File: config.mk
export PLATFORM = sky130hd
export DESIGN_NAME = weight_priority_queue_core_flat
export DESIGN_NICKNAME = d
export VERILOG_FILES = /design/src/hw/rtl/wpq_pkg.sv /design/src/hw/rtl/wpq_if.sv /design/src/hw/rtl/wpq_cell.sv /design/src/hw/rtl/wpq_chain.sv /design/src/hw/rtl/weight_priority_queue_core.sv /design/src/flat_wrapper.sv
export SDC_FILE = /design/constraint.sdc
export NUM_CORES = 1
export LEC_CHECK = 0
export BUFFER_PORTS_ARGS = -buffer_cell sky130_fd_sc_hd__buf_2
export CAP_MARGIN = 15
export CORE_ASPECT_RATIO = 1.5
export CORE_MARGIN = 2
export CORE_UTILIZATION = 45
export DETAILED_ROUTE_END_ITERATION = 16
export HOLD_SLACK_MARGIN = 0.05
export PLACE_DENSITY = 0.6
export SYNTH_ARGS = -nofsm -noshare
export SYNTH_HDL_FRONTEND = slang
export SYNTH_SLANG_ARGS = --single-unit
File: constraint.sdc
create_clock -name i_clk -period 5.5 [get_ports i_clk]
set_input_delay 1.375 -clock i_clk [delete_from_list [all_inputs] [get_ports i_clk]]
set_output_delay 1.375 -clock i_clk [all_outputs]
set_load 0.1 [all_outputs]
File: src/hw/rtl/wpq_pkg.sv
// shared constants, codes and types of the weight priority queue
`default_nettype none

package wpq_pkg;

    // queue geometry and field widths
    localparam int QUEUE_DEPTH = 16;
    localparam int CNT_W       = $clog2(QUEUE_DEPTH + 1);
    localparam int ID_W        = 16;
    localparam int WEIGHT_W    = 8;
    localparam int STATUS_W    = 3;

    // weight limit after reset
    localparam logic [WEIGHT_W-1:0] LIMIT_RESET = WEIGHT_W'(30);

    // command codes
    typedef enum logic [0:0] {
        OP_INSERT = 1'b0,
        OP_DUMP   = 1'b1
    } t_opcode;

    // result status codes
    typedef enum logic [STATUS_W-1:0] {
        ST_INSERTED = 3'd0,
        ST_FULL     = 3'd1,
        ST_REJECTED = 3'd2,
        ST_ENTRY    = 3'd3,
        ST_EMPTY    = 3'd4
    } t_status;

    // one stored entry
    typedef struct packed {
        logic [ID_W-1:0]     id;
        logic [WEIGHT_W-1:0] weight;
    } t_entry;

    // control broadcast from the sequencer to every cell
    typedef struct packed {
        logic   insert;
        logic   rotate;
        t_entry new_entry;
    } t_chain_ctrl;

    // status returned by the chain
    typedef struct packed {
        logic   full;
        t_entry head;
    } t_chain_stat;

endpackage

`default_nettype wire

File: src/hw/rtl/wpq_if.sv
// handshake channels of the weight priority queue: commands, results, configuration
`default_nettype none

interface wpq_in_if;
    logic                         valid;
    logic                         ready;
    logic                         opcode;
    logic [wpq_pkg::ID_W-1:0]     entry_id;
    logic [wpq_pkg::WEIGHT_W-1:0] entry_weight;

    modport source (output valid, output opcode, output entry_id, output entry_weight,
                    input ready);
    modport sink   (input valid, input opcode, input entry_id, input entry_weight,
                    output ready);
endinterface

interface wpq_out_if;
    logic                         valid;
    logic                         ready;
    logic [wpq_pkg::STATUS_W-1:0] status;
    logic [wpq_pkg::ID_W-1:0]     out_id;
    logic [wpq_pkg::WEIGHT_W-1:0] out_weight;
    logic                         last;

    modport source (output valid, output status, output out_id, output out_weight,
                    output last, input ready);
    modport sink   (input valid, input status, input out_id, input out_weight,
                    input last, output ready);
endinterface

interface wpq_cfg_if;
    logic                         valid;
    logic                         ready;
    logic [wpq_pkg::WEIGHT_W-1:0] weight_limit;

    modport source (output valid, output weight_limit, input ready);
    modport sink   (input valid, input weight_limit, output ready);
endinterface

`default_nettype wire

File: src/hw/rtl/wpq_cell.sv
// one slot of the sorted chain: holds an entry and trades it with its neighbours
`default_nettype none

module wpq_cell (
    input  wire                  i_clk,
    input  wire                  i_rst_n,
    input  wire wpq_pkg::t_chain_ctrl i_ctrl,
    input  wire wpq_pkg::t_entry i_prev,
    input  wire                  i_prev_valid,
    input  wire                  i_prev_ge,
    input  wire wpq_pkg::t_entry i_next,
    input  wire                  i_next_valid,
    input  wire wpq_pkg::t_entry i_head,
    output wpq_pkg::t_entry      o_entry,
    output logic                 o_valid,
    output logic                 o_ge
);

    logic            r_valid;
    logic            n_valid;
    wpq_pkg::t_entry r_entry;
    wpq_pkg::t_entry n_entry;

    // new item belongs at or before this slot
    assign o_ge = !r_valid || (r_entry.weight < i_ctrl.new_entry.weight);

    // insert shifts the tail down by one, rotate cycles the occupied slots
    always_comb begin
        n_valid = r_valid;
        n_entry = r_entry;
        if (i_ctrl.insert) begin
            n_valid = r_valid || i_prev_valid;
            if (i_prev_ge) begin
                n_entry = i_prev;
            end else if (o_ge) begin
                n_entry = i_ctrl.new_entry;
            end
        end else if (i_ctrl.rotate) begin
            n_entry = i_next_valid ? i_next : i_head;
        end
    end

    // occupancy
    always_ff @(posedge i_clk) begin
        if (!i_rst_n) begin
            r_valid <= 1'b0;
        end else begin
            r_valid <= n_valid;
        end
    end

    // stored entry
    always_ff @(posedge i_clk) begin
        r_entry <= n_entry;
    end

    assign o_entry = r_entry;
    assign o_valid = r_valid;

endmodule

`default_nettype wire

File: src/hw/rtl/wpq_chain.sv
// row of queue cells kept sorted by weight, highest at the head
`default_nettype none

module wpq_chain (
    input  wire                  i_clk,
    input  wire                  i_rst_n,
    input  wire wpq_pkg::t_chain_ctrl i_ctrl,
    output wpq_pkg::t_chain_stat o_stat
);

    localparam int D = wpq_pkg::QUEUE_DEPTH;

    wpq_pkg::t_entry w_entry [D];
    logic [D-1:0]    w_valid;
    logic [D-1:0]    w_ge;

    genvar g;
    generate
        for (g = 0; g < D; g++) begin : g_cell
            wpq_pkg::t_entry w_prev;
            logic            w_prev_valid;
            logic            w_prev_ge;
            wpq_pkg::t_entry w_next;
            logic            w_next_valid;

            // head cell sees an always-full, never-displaced neighbour before it
            if (g == 0) begin : g_first
                assign w_prev       = i_ctrl.new_entry;
                assign w_prev_valid = 1'b1;
                assign w_prev_ge    = 1'b0;
            end else begin : g_mid
                assign w_prev       = w_entry[g-1];
                assign w_prev_valid = w_valid[g-1];
                assign w_prev_ge    = w_ge[g-1];
            end

            // tail cell has nothing behind it
            if (g == D - 1) begin : g_last
                assign w_next       = w_entry[0];
                assign w_next_valid = 1'b0;
            end else begin : g_inner
                assign w_next       = w_entry[g+1];
                assign w_next_valid = w_valid[g+1];
            end

            wpq_cell u_cell (
                .i_clk        (i_clk),
                .i_rst_n      (i_rst_n),
                .i_ctrl       (i_ctrl),
                .i_prev       (w_prev),
                .i_prev_valid (w_prev_valid),
                .i_prev_ge    (w_prev_ge),
                .i_next       (w_next),
                .i_next_valid (w_next_valid),
                .i_head       (w_entry[0]),
                .o_entry      (w_entry[g]),
                .o_valid      (w_valid[g]),
                .o_ge         (w_ge[g])
            );
        end
    endgenerate

    assign o_stat.full = w_valid[D-1];
    assign o_stat.head = w_entry[0];

endmodule

`default_nettype wire

File: src/hw/rtl/weight_priority_queue_core.sv
// top level of the weight priority queue: command sequencer, result register, cell chain
//
// Usage
//   i_in carries commands: opcode insert with entry_id and entry_weight, or dump.
//   o_out carries results: status, out_id, out_weight and last.
//   i_cfg writes the weight limit at any time the block is idle; it is always ready.
//   An insert heavier than the limit gives status rejected, one into a full
//   queue gives status full, otherwise the entry joins the sorted chain.
//   Every insert gives one item, in the cycle after acceptance, with last set.
//   A dump gives one item per stored entry, heaviest first, equal weights in
//   arrival order, the first out of the dump state, then one per cycle while the
//   receiver keeps up; last marks the final one. An empty queue gives one empty item.
//   A dump rotates the occupied cells once round, so the queue is unchanged.
//   Throughput: one insert per cycle while the receiver keeps up; a dump of n entries
//   holds the command channel while the chain head yields them, one per unstalled cycle.
//   Reset empties the queue and sets the limit to 30; no clearing pass.
//   When the receiver stalls, the result register holds and the sequencer waits.
`default_nettype none

module weight_priority_queue_core (
    input  wire      i_clk,
    input  wire      i_rst_n,
    wpq_in_if.sink   i_in,
    wpq_out_if.source o_out,
    wpq_cfg_if.sink  i_cfg
);

    typedef enum logic [0:0] {
        S_IDLE = 1'b0,
        S_DUMP = 1'b1
    } t_state;

    t_state                            r_state;
    logic [wpq_pkg::CNT_W-1:0]         r_count;
    logic [wpq_pkg::CNT_W-1:0]         r_left;
    logic [wpq_pkg::WEIGHT_W-1:0]      r_limit;
    logic                              r_out_valid;
    wpq_pkg::t_status                  r_out_status;
    logic [wpq_pkg::ID_W-1:0]          r_out_id;
    logic [wpq_pkg::WEIGHT_W-1:0]      r_out_weight;
    logic                              r_out_last;

    wpq_pkg::t_chain_ctrl              w_ctrl;
    wpq_pkg::t_chain_stat              w_stat;
    logic                              w_slot_free;
    logic                              w_in_fire;
    logic                              w_is_insert;
    logic                              w_heavy;

    // handshake and command decode
    assign w_slot_free = !r_out_valid || o_out.ready;
    assign i_in.ready  = (r_state == S_IDLE) && w_slot_free;
    assign w_in_fire   = i_in.valid && i_in.ready;
    assign w_is_insert = (i_in.opcode == wpq_pkg::OP_INSERT);
    assign w_heavy     = i_in.entry_weight > r_limit;
    assign i_cfg.ready = 1'b1;

    // chain control
    assign w_ctrl.insert           = w_in_fire && w_is_insert && !w_heavy && !w_stat.full;
    assign w_ctrl.rotate           = (r_state == S_DUMP) && w_slot_free;
    assign w_ctrl.new_entry.id     = i_in.entry_id;
    assign w_ctrl.new_entry.weight = i_in.entry_weight;

    wpq_chain u_chain (
        .i_clk   (i_clk),
        .i_rst_n (i_rst_n),
        .i_ctrl  (w_ctrl),
        .o_stat  (w_stat)
    );

    // sequencer state and result register
    always_ff @(posedge i_clk) begin
        if (!i_rst_n) begin
            r_state      <= S_IDLE;
            r_count      <= '0;
            r_left       <= '0;
            r_limit      <= wpq_pkg::LIMIT_RESET;
            r_out_valid  <= 1'b0;
            r_out_status <= wpq_pkg::ST_INSERTED;
            r_out_id     <= '0;
            r_out_weight <= '0;
            r_out_last   <= 1'b0;
        end else begin
            if (i_cfg.valid) begin
                r_limit <= i_cfg.weight_limit;
            end
            if (w_ctrl.insert) begin
                r_count <= r_count + wpq_pkg::CNT_W'(1);
            end
            if (w_in_fire) begin
                r_out_valid  <= 1'b1;
                r_out_id     <= '0;
                r_out_weight <= '0;
                r_out_last   <= 1'b1;
                if (w_is_insert) begin
                    if (w_heavy) begin
                        r_out_status <= wpq_pkg::ST_REJECTED;
                    end else if (w_stat.full) begin
                        r_out_status <= wpq_pkg::ST_FULL;
                    end else begin
                        r_out_status <= wpq_pkg::ST_INSERTED;
                    end
                end else if (r_count == '0) begin
                    r_out_status <= wpq_pkg::ST_EMPTY;
                end else begin
                    // first entry goes out in the dump state
                    r_out_valid <= 1'b0;
                    r_state     <= S_DUMP;
                    r_left      <= r_count;
                end
            end else if (w_ctrl.rotate) begin
                r_out_valid  <= 1'b1;
                r_out_status <= wpq_pkg::ST_ENTRY;
                r_out_id     <= w_stat.head.id;
                r_out_weight <= w_stat.head.weight;
                r_out_last   <= (r_left == wpq_pkg::CNT_W'(1));
                r_left       <= r_left - wpq_pkg::CNT_W'(1);
                if (r_left == wpq_pkg::CNT_W'(1)) begin
                    r_state <= S_IDLE;
                end
            end else if (o_out.ready) begin
                r_out_valid <= 1'b0;
            end
        end
    end

    assign o_out.valid      = r_out_valid;
    assign o_out.status     = r_out_status;
    assign o_out.out_id     = r_out_id;
    assign o_out.out_weight = r_out_weight;
    assign o_out.last       = r_out_last;

`ifndef NO_ASSERTIONS
    // no command is taken while a dump is running
    a_no_cmd_in_dump: assert property (@(posedge i_clk) disable iff (!i_rst_n)
        (r_state == S_DUMP) |-> !i_in.ready)
        else $error("command accepted during dump");

    // entry count never exceeds the queue depth
    a_count_range: assert property (@(posedge i_clk) disable iff (!i_rst_n)
        r_count <= wpq_pkg::CNT_W'(wpq_pkg::QUEUE_DEPTH))
        else $error("entry count above depth");

    // chain occupancy agrees with the entry count
    a_full_match: assert property (@(posedge i_clk) disable iff (!i_rst_n)
        w_stat.full == (r_count == wpq_pkg::CNT_W'(wpq_pkg::QUEUE_DEPTH)))
        else $error("chain occupancy and count disagree");

    // dump never emits more entries than are stored
    a_left_range: assert property (@(posedge i_clk) disable iff (!i_rst_n)
        (r_state == S_DUMP) |-> (r_left != '0 && r_left <= r_count))
        else $error("dump counter out of range");
`endif

endmodule

`default_nettype wire

File: src/flat_wrapper.sv
// flat-port wrapper written by rule: the top's interface ports become plain ports
module weight_priority_queue_core_flat 
  (i_clk, i_rst_n, i_in_valid, i_in_opcode, i_in_entry_id, i_in_entry_weight, i_in_ready, o_out_valid, o_out_status, o_out_out_id, o_out_out_weight, o_out_last, o_out_ready, i_cfg_valid, i_cfg_weight_limit, i_cfg_ready);
  wpq_in_if i_in_i ();
  wpq_out_if o_out_i ();
  wpq_cfg_if i_cfg_i ();
  input  wire i_clk;
  input  wire i_rst_n;
  input wire logic [$bits(i_in_i.valid)-1:0] i_in_valid;
  input wire logic [$bits(i_in_i.opcode)-1:0] i_in_opcode;
  input wire logic [$bits(i_in_i.entry_id)-1:0] i_in_entry_id;
  input wire logic [$bits(i_in_i.entry_weight)-1:0] i_in_entry_weight;
  output wire logic [$bits(i_in_i.ready)-1:0] i_in_ready;
  output wire logic [$bits(o_out_i.valid)-1:0] o_out_valid;
  output wire logic [$bits(o_out_i.status)-1:0] o_out_status;
  output wire logic [$bits(o_out_i.out_id)-1:0] o_out_out_id;
  output wire logic [$bits(o_out_i.out_weight)-1:0] o_out_out_weight;
  output wire logic [$bits(o_out_i.last)-1:0] o_out_last;
  input wire logic [$bits(o_out_i.ready)-1:0] o_out_ready;
  input wire logic [$bits(i_cfg_i.valid)-1:0] i_cfg_valid;
  input wire logic [$bits(i_cfg_i.weight_limit)-1:0] i_cfg_weight_limit;
  output wire logic [$bits(i_cfg_i.ready)-1:0] i_cfg_ready;
  assign i_in_i.valid = i_in_valid;
  assign i_in_i.opcode = i_in_opcode;
  assign i_in_i.entry_id = i_in_entry_id;
  assign i_in_i.entry_weight = i_in_entry_weight;
  assign i_in_ready = i_in_i.ready;
  assign o_out_valid = o_out_i.valid;
  assign o_out_status = o_out_i.status;
  assign o_out_out_id = o_out_i.out_id;
  assign o_out_out_weight = o_out_i.out_weight;
  assign o_out_last = o_out_i.last;
  assign o_out_i.ready = o_out_ready;
  assign i_cfg_i.valid = i_cfg_valid;
  assign i_cfg_i.weight_limit = i_cfg_weight_limit;
  assign i_cfg_ready = i_cfg_i.ready;
  weight_priority_queue_core u_core (.i_clk(i_clk), .i_rst_n(i_rst_n), .i_in(i_in_i), .o_out(o_out_i), .i_cfg(i_cfg_i));
endmodule
==> flow_summary_export.csv, run 1 <==
group,metric,value,unit
placed_design,port_buffers,67,
global_routing,track_usage,28.0,%
run,max_cap_viol_count,0,
sta,final.period_utilization,74.2,%
clock_tree,post_cts_resized,0,
cells_and_area,drive_gt1_share,9.85,%
clock_tree,postCtsSetupBuffers,0,
global_routing,grt_max_degree,140,
global_routing,grt_pass1_vias,22300,
critical_path,path_class,"primary input to register",
sta,slew_violations,0,
floorplanning,die-area,0.0623,mm²
clock_tree,path_clk_slew,0.06,ns
route,via_per_inst,6.45,
route,drtIter0Drc,2142,
synth,ys_seq_area_share,47.2,%
route,firstDrtPassIters,6,
cells_and_area,fin_nets,2758,
floorplanning,placement_rows,110,
power_and_ir_drop,ir_worst_vdd,0.237,mV
sta,rsz0062_at_grt,"false",
clock_tree,clock_latency,0.60,ns
power_and_ir_drop,p_comb_share,10.3,%
status,outcome,"complete, no violations",
cells_and_area,fillers,5423,
global_routing,grt_pass1_wl,136000,µm
power_and_ir_drop,p_leak,9.97,nW
synth,syn_nets,2854,
sta,finClkSkew,0.0150,ns
clock_tree,cts_htree_levels,2,
critical_path,startpoint_type,"primary input",
critical_path,critPathArrivalTime,4.30,ns
synth,ys_ff_latch,448,
power_and_ir_drop,p_sw,2.13,mW
clock_tree,cts_tree,"done",
clock_tree,root_buffer,"clkbuf_16",
critical_path,required,5.72,ns
placed_design,dp_hpwl,60800,µm
clock_tree,numClockSinks,448,
sta,finalSetupTns,0,ns
sta,period_minus_slack,4.08,ns
route,wl_per_cell,26.0,µm
floorplanning,ios,69,
synth,yosysTopAreaCellShare,42.5,%
route,ant_nets,0,
power_and_ir_drop,p_int,6.01,mW
floorplanning,dieHeight,305,µm
synth,synth-edff-count,384,
clock_tree,cts_made_buffers,46,
critical_path,crit_fanout,24,
floorplanning,core,0.0599,mm²
synth,syn_avg_cell_area,10.1,µm²
power_and_ir_drop,sequentialPowerShare,49.3,%
power_and_ir_drop,design_power_total,8.14,mW
cells_and_area,diodes,0,
clock_tree,cts_buffer_depth,3,
power_and_ir_drop,p_per_area,274,mW/mm²
sta,fmax,245,MHz
sta,whs,0.451,ns
synth,yosys.area.top_type,"edfxtp_1",
synth,synthTopCellsByCount,"447 x nand2_1, 393 x a21oi_1, 384 x edfxtp_1",
global_routing,grt.overflow.total,0,
synth,yosysMostFrequentCell,"nand2_1",
synth,synthCells,2699,
route,routed_wl,89000,µm
synth,synth_area_leaders,"edfxtp_1 42%, mux2i_1 13%, a22oi_1 8.7%",
synth,synth_area,0.0271,mm²
clock_tree,holdBufCountCts,0,
worst_hold_path,min_path_type,"register to register",
power_and_ir_drop,power.share.clock,40.4,%
synth,synth.distinct_cells,51,
synth,ys_async_sr_fraction,0,%
global_routing,antenna_found_initial,1,
route,remaining_drc_errors,0,
sta,hold_violations,0,
placed_design,gp_congestion,0.865,
sta,worst_pin_slew,1.17,ns
floorplanning,die_x,205,µm
synth,ys_warn_count,0,
sta,setup_violations,0,
power_and_ir_drop,swShare,26.1,%
route,vias,22100,
cells_and_area,area_growth_syn_to_layout,9.56,%
synth,synth_top_flop_cell,"edfxtp_1",
floorplanning,start_util,45.3,%
sta,relSlewSlack,21.8,%
critical_path,cp-end-kind,"register",
## per-stage QoR
| step | std cells | area [µm²] | util [%] | setup slack [ns] |
|---|---|---|---|---|
| 2_1_floorplan | 2699 | 27100 | - | 0.336 |
| 4_1_cts | 3424 | 29700 | 49.7 | 1.49 |
| 6_report | 3424 | 29700 | 49.7 | 1.42 |
| 3_5_place_dp | 3339 | 28200 | 47.1 | 0.868 |
| 3_3_place_gp | 3339 | 28200 | 47.1 | 0.854 |
| 5_1_grt | 3424 | 29700 | 49.7 | 1.31 |
## state kept, by name, summed over array words and instances (netlist names)
register and flops:
u_core.r_limit 8, u_core.r_count 5, u_core.o_out.last 1, u_core.o_out.status 3, u_core.o_out.out_weight 8, u_core.o_out.out_id 16, u_core.u_chain.g_cell.u_cell.o_entry 384, u_core.o_out.valid 1
u_core.r_state 1, u_core.u_chain.g_cell.u_cell.o_valid 16, u_core.r_left 5
## layer usage
metal / wire length (µm) / part of all wire, % / GRT usage [%] / up-vias
li1: - / - / - / 9961
met3: 5270 / 5.9 / 3.84 / 227
met4: 4640 / 5.2 / 13.8 / 0
met5: 0 / 0 / 0 / -
met1: 34900 / 39 / 34.0 / 11000
met2: 44200 / 50 / 48.5 / 917
## final timing paths
path,slack (ns),endpoint,cells past startpoint,from
setup / recovery,1.42,u_core.u_chain.g_cell[12].u_cell.o_entry[21],7,i_in_entry_weight[1]
hold / removal,0.45,u_core.o_out.out_weight[6],2,u_core.o_out.out_weight[6]
setup reg to reg,2.30,u_core.u_chain.g_cell[3].u_cell.o_entry[22],9,u_core.r_limit[7]
hold reg to reg,0.45,u_core.o_out.out_weight[6],2,u_core.o_out.out_weight[6]
## cell families (layout without fill, tap and decap cells)
group,Yosys count,after routing,synth area share [%]
XOR/XNOR,1,1,0.0323
multiplexers,341,341,12.6
flip-flops,448,448,47.2
adder cells (fa/ha/maj),117,117,5.39
other,1,1,0.0138
AND/OR/NAND/NOR,613,613,9.44
AO/OA/AOI/OAI,868,868,20.6
buffers and inverters,310,251,4.71
## layout by cell type (no fill, tap or decap), types with 17 or more instances in the layout
cell type and n:
ha_1 117, o21ai_0 31, a22oi_1 313, o221a_1 20, inv_1 20, buf_2 67, a211o_1 27, edfxtp_1 384
nor3_1 30, buf_4 70, nand4_1 17, dfxtp_1 51, clkbuf_16 48, a21o_1 17, nor2_1 60, nand3b_1 25
a21oi_1 393, o211ai_1 20, nand2_1 447, mux2i_1 340
## critical path, stage by stage
cell	delay [ns]
buf_2	0.40
inv_1	0.58
ha_1	0.41
nor3_1	0.16
a211o_1	0.16
nand2_1	0.26
a31oi_4	0.89
## area by class of cell
| class | instances | area [µm²] | share of cell area, % |
|---|---|---|---|
| multi-input combinational | 1941 | 13300 | 44.7 |
| sequential | 448 | 12800 | 43.1 |
| tap | 784 | 981 | 3.30 |
| timing repair buffer | 144 | 1000 | 3.37 |
| inverter | 22 | 82.6 | 0.278 |
| clock buffer | 60 | 1300 | 4.36 |
| clock inverter | 25 | 244 | 0.820 |
## power groups by stage
| stage | sequential, mW | combinational, mW | clock (mW) |
|---|---|---|---|
| final | 4.01 | 0.838 | 3.29 |
| after global routing | 4.02 | 0.912 | 3.44 |
| after CTS | 4.00 | 0.828 | 3.33 |
| after detailed placement | 4.08 | 0.826 | 0 |
| after global placement | 4.07 | 0.796 | 0 |
| after floorplan | 4.04 | 0.549 | 0 |
(Power assumes the default switching activity.)
==> run 2, diff against run 1 <==
Clock period 5.5 ns to 3.9 ns, I/O delays scaled along.
==> run 2 against run 1 <==
- register-to-register slack worse by 1.4 ns
- final cell count is 1.2% higher
- non-clock buffer count rose by 42
- combinational power up 54%
- clock-buffer cell count is 4 higher
- clock power up 34%
- cell area up 1.1%
==> flow_summary_export.csv, run 2 (synthesis gave the netlist of run 1 again) <==
group,metric,value,unit
power_and_ir_drop,ir_worst_vdd,0.333,mV
power_and_ir_drop,p_leak,10.2,nW
critical_path,crit_fanout,24,
global_routing,grt_max_degree,99,
critical_path,r2r-end,"u_core.u_chain.g_cell[8].u_cell.o_entry[7]",
global_routing,antenna_found_initial,2,
route,drtIter0Drc,2400,
sta,worst_pin_slew,1.22,ns
route,ant_nets,0,
global_routing,grt_pass1_wl,150000,µm
cells_and_area,fillers,5535,
clock_tree,holdBufCountCts,0,
clock_tree,root_buffer,"clkbuf_16",
cells_and_area,drive_gt1_share,10.8,%
route,routedLengthMet1,36000,µm
critical_path,cp-startpoint,"i_in_entry_weight[5]",
sta,final.period_utilization,83.0,%
floorplanning,dieHeight,305,µm
route,top_layer,"met5",
route,routed_wl,103000,µm
route,remaining_drc_errors,0,
global_routing,grt_pass1_vias,24100,
clock_tree,post_cts_resized,0,
route,via_per_inst,6.66,
sta,hold_violations,0,
global_routing,grt.overflow.total,0,
clock_tree,cts_buffer_depth,3,
placed_design,gp_congestion,0.908,
sta,setup_violations,0,
floorplanning,ios,69,
critical_path,endpoint,"u_core.u_chain.g_cell[6].u_cell.o_entry[18]",
sta,period_minus_slack,3.24,ns
sta,finClkSkew,0.0263,ns
critical_path,critPathArrivalTime,3.68,ns
floorplanning,die-area,0.0623,mm²
floorplanning,placement_rows,110,
power_and_ir_drop,design_power_total,11.4,mW
clock_tree,cts_htree_levels,2,
cells_and_area,layout_commonest_cell,"nand2_1",
floorplanning,core,0.0599,mm²
status,outcome,"complete, no violations",
floorplanning,die_x,205,µm
critical_path,r2r-start,"u_core.u_chain.g_cell[7].u_cell.o_entry[5]",
sta,relSlewSlack,18.6,%
cells_and_area,largest_register_ff_count,384,
critical_path,path_class,"primary input to register",
sta,whs,0.456,ns
global_routing,track_usage,32.5,%
cells_and_area,final_cell_mix,"447 x nand2_1, 393 x a21oi_1, 384 x edfxtp_1",
clock_tree,clock_latency,0.62,ns
critical_path,startpoint_type,"primary input",
critical_path,r2r_slack,0.93,ns
route,met2_length,51100,µm
floorplanning,start_util,45.3,%
run,max_cap_viol_count,0,
cells_and_area,fin_nets,2800,
cells_and_area,area_growth_syn_to_layout,10.7,%
route,vias,23100,
sta,fmax,309,MHz
clock_tree,cts_made_buffers,46,
route,wl_per_cell,29.7,µm
clock_tree,postCtsSetupBuffers,0,
worst_hold_path,min_path_type,"register to register",
critical_path,required,4.34,ns
placed_design,dp_hpwl,68400,µm
route,firstDrtPassIters,6,
sta,slew_violations,0,
cells_and_area,diodes,0,
sta,rsz0062_at_grt,"false",
critical_path,cp-end-kind,"register",
route,routed-wl-met3,6310,µm
placed_design,port_buffers,67,
clock_tree,path_clk_slew,0.06,ns
clock_tree,numClockSinks,448,
critical_path,worstRegToRegCells,7,
power_and_ir_drop,p_per_area,379,mW/mm²
clock_tree,cts_tree,"done",
run 2: cell count changes in the layout (fill, tap and decap cells not counted), sizes merged:
cell	previous run	this run
clkbuf	60	64
bufinv	4	1
buf	144	186
clkinvlp	2	0
clkinv	18	19
run 2: per-layer routing:
| layer | GRT usage, % | vias up |
|---|---|---|
| met1 | 35.5 | 11300 |
| li1 | - | 10000 |
| met5 | 0 | - |
| met4 | 25.6 | 2 |
| met2 | 55.9 | 1249 |
| met3 | 4.52 | 504 |
run 2: layout make-up:
class,count,area (µm²),area share [%]
Tap cell,784,981,3.26
Inverter,22,82.6,0.275
Timing Repair Buffer,186,1440,4.80
Clock inverter,21,135,0.450
Multi-Input combinational cell,1941,13300,44.3
Clock buffer,64,1280,4.25
Sequential cell,448,12800,42.7
run 2: how the worst min path moves through the flow:
stage	from	to	slack, ns	cells past startpoint
floorplan	u_core.u_chain.g_cell[0].u_cell.o_valid	u_core.u_chain.g_cell[0].u_cell.o_valid	0.46	2
global placement	u_core.o_out.out_id[6]	u_core.o_out.out_id[6]	0.45	2
detailed placement	u_core.o_out.out_id[10]	u_core.o_out.out_id[10]	0.45	2
CTS	u_core.o_out.out_id[10]	u_core.o_out.out_id[10]	0.46	2
global route	u_core.o_out.out_id[12]	u_core.o_out.out_id[12]	0.48	2
finish	u_core.o_out.out_id[10]	u_core.o_out.out_id[10]	0.46	2
run 2: metrics by stage:
step,instances,setup WS [ns],cell area [µm²],utilization [%],setup TNS [ns]
4_1_cts,3466,0.763,30100,50.2,0
6_report,3466,0.661,30100,50.2,0
3_3_place_gp,3381,0.180,28600,47.8,0
3_5_place_dp,3381,0.150,28600,47.8,0
2_1_floorplan,2699,-0.552,27300,-,-29.32
5_1_grt,3466,0.550,30100,50.2,0
run 2: critical path, stage by stage:
cell,delay (ns)
buf_2,0.12
inv_1,0.09
buf_12,0.19
ha_1,0.27
a21o_1,0.19
a211o_1,0.29
o211ai_1,0.11
and2_1,0.83
a21oi_1,0.31
a22oi_1,0.27
run 2: power by group:
group / internal [mW] / switching [mW] / leakage (nW)
Clock: 2.36 / 2.04 / 0.695
Combinational: 0.429 / 0.858 / 5.43
Sequential: 5.47 / 0.222 / 4.03
Total: 8.26 / 3.12 / 10.2
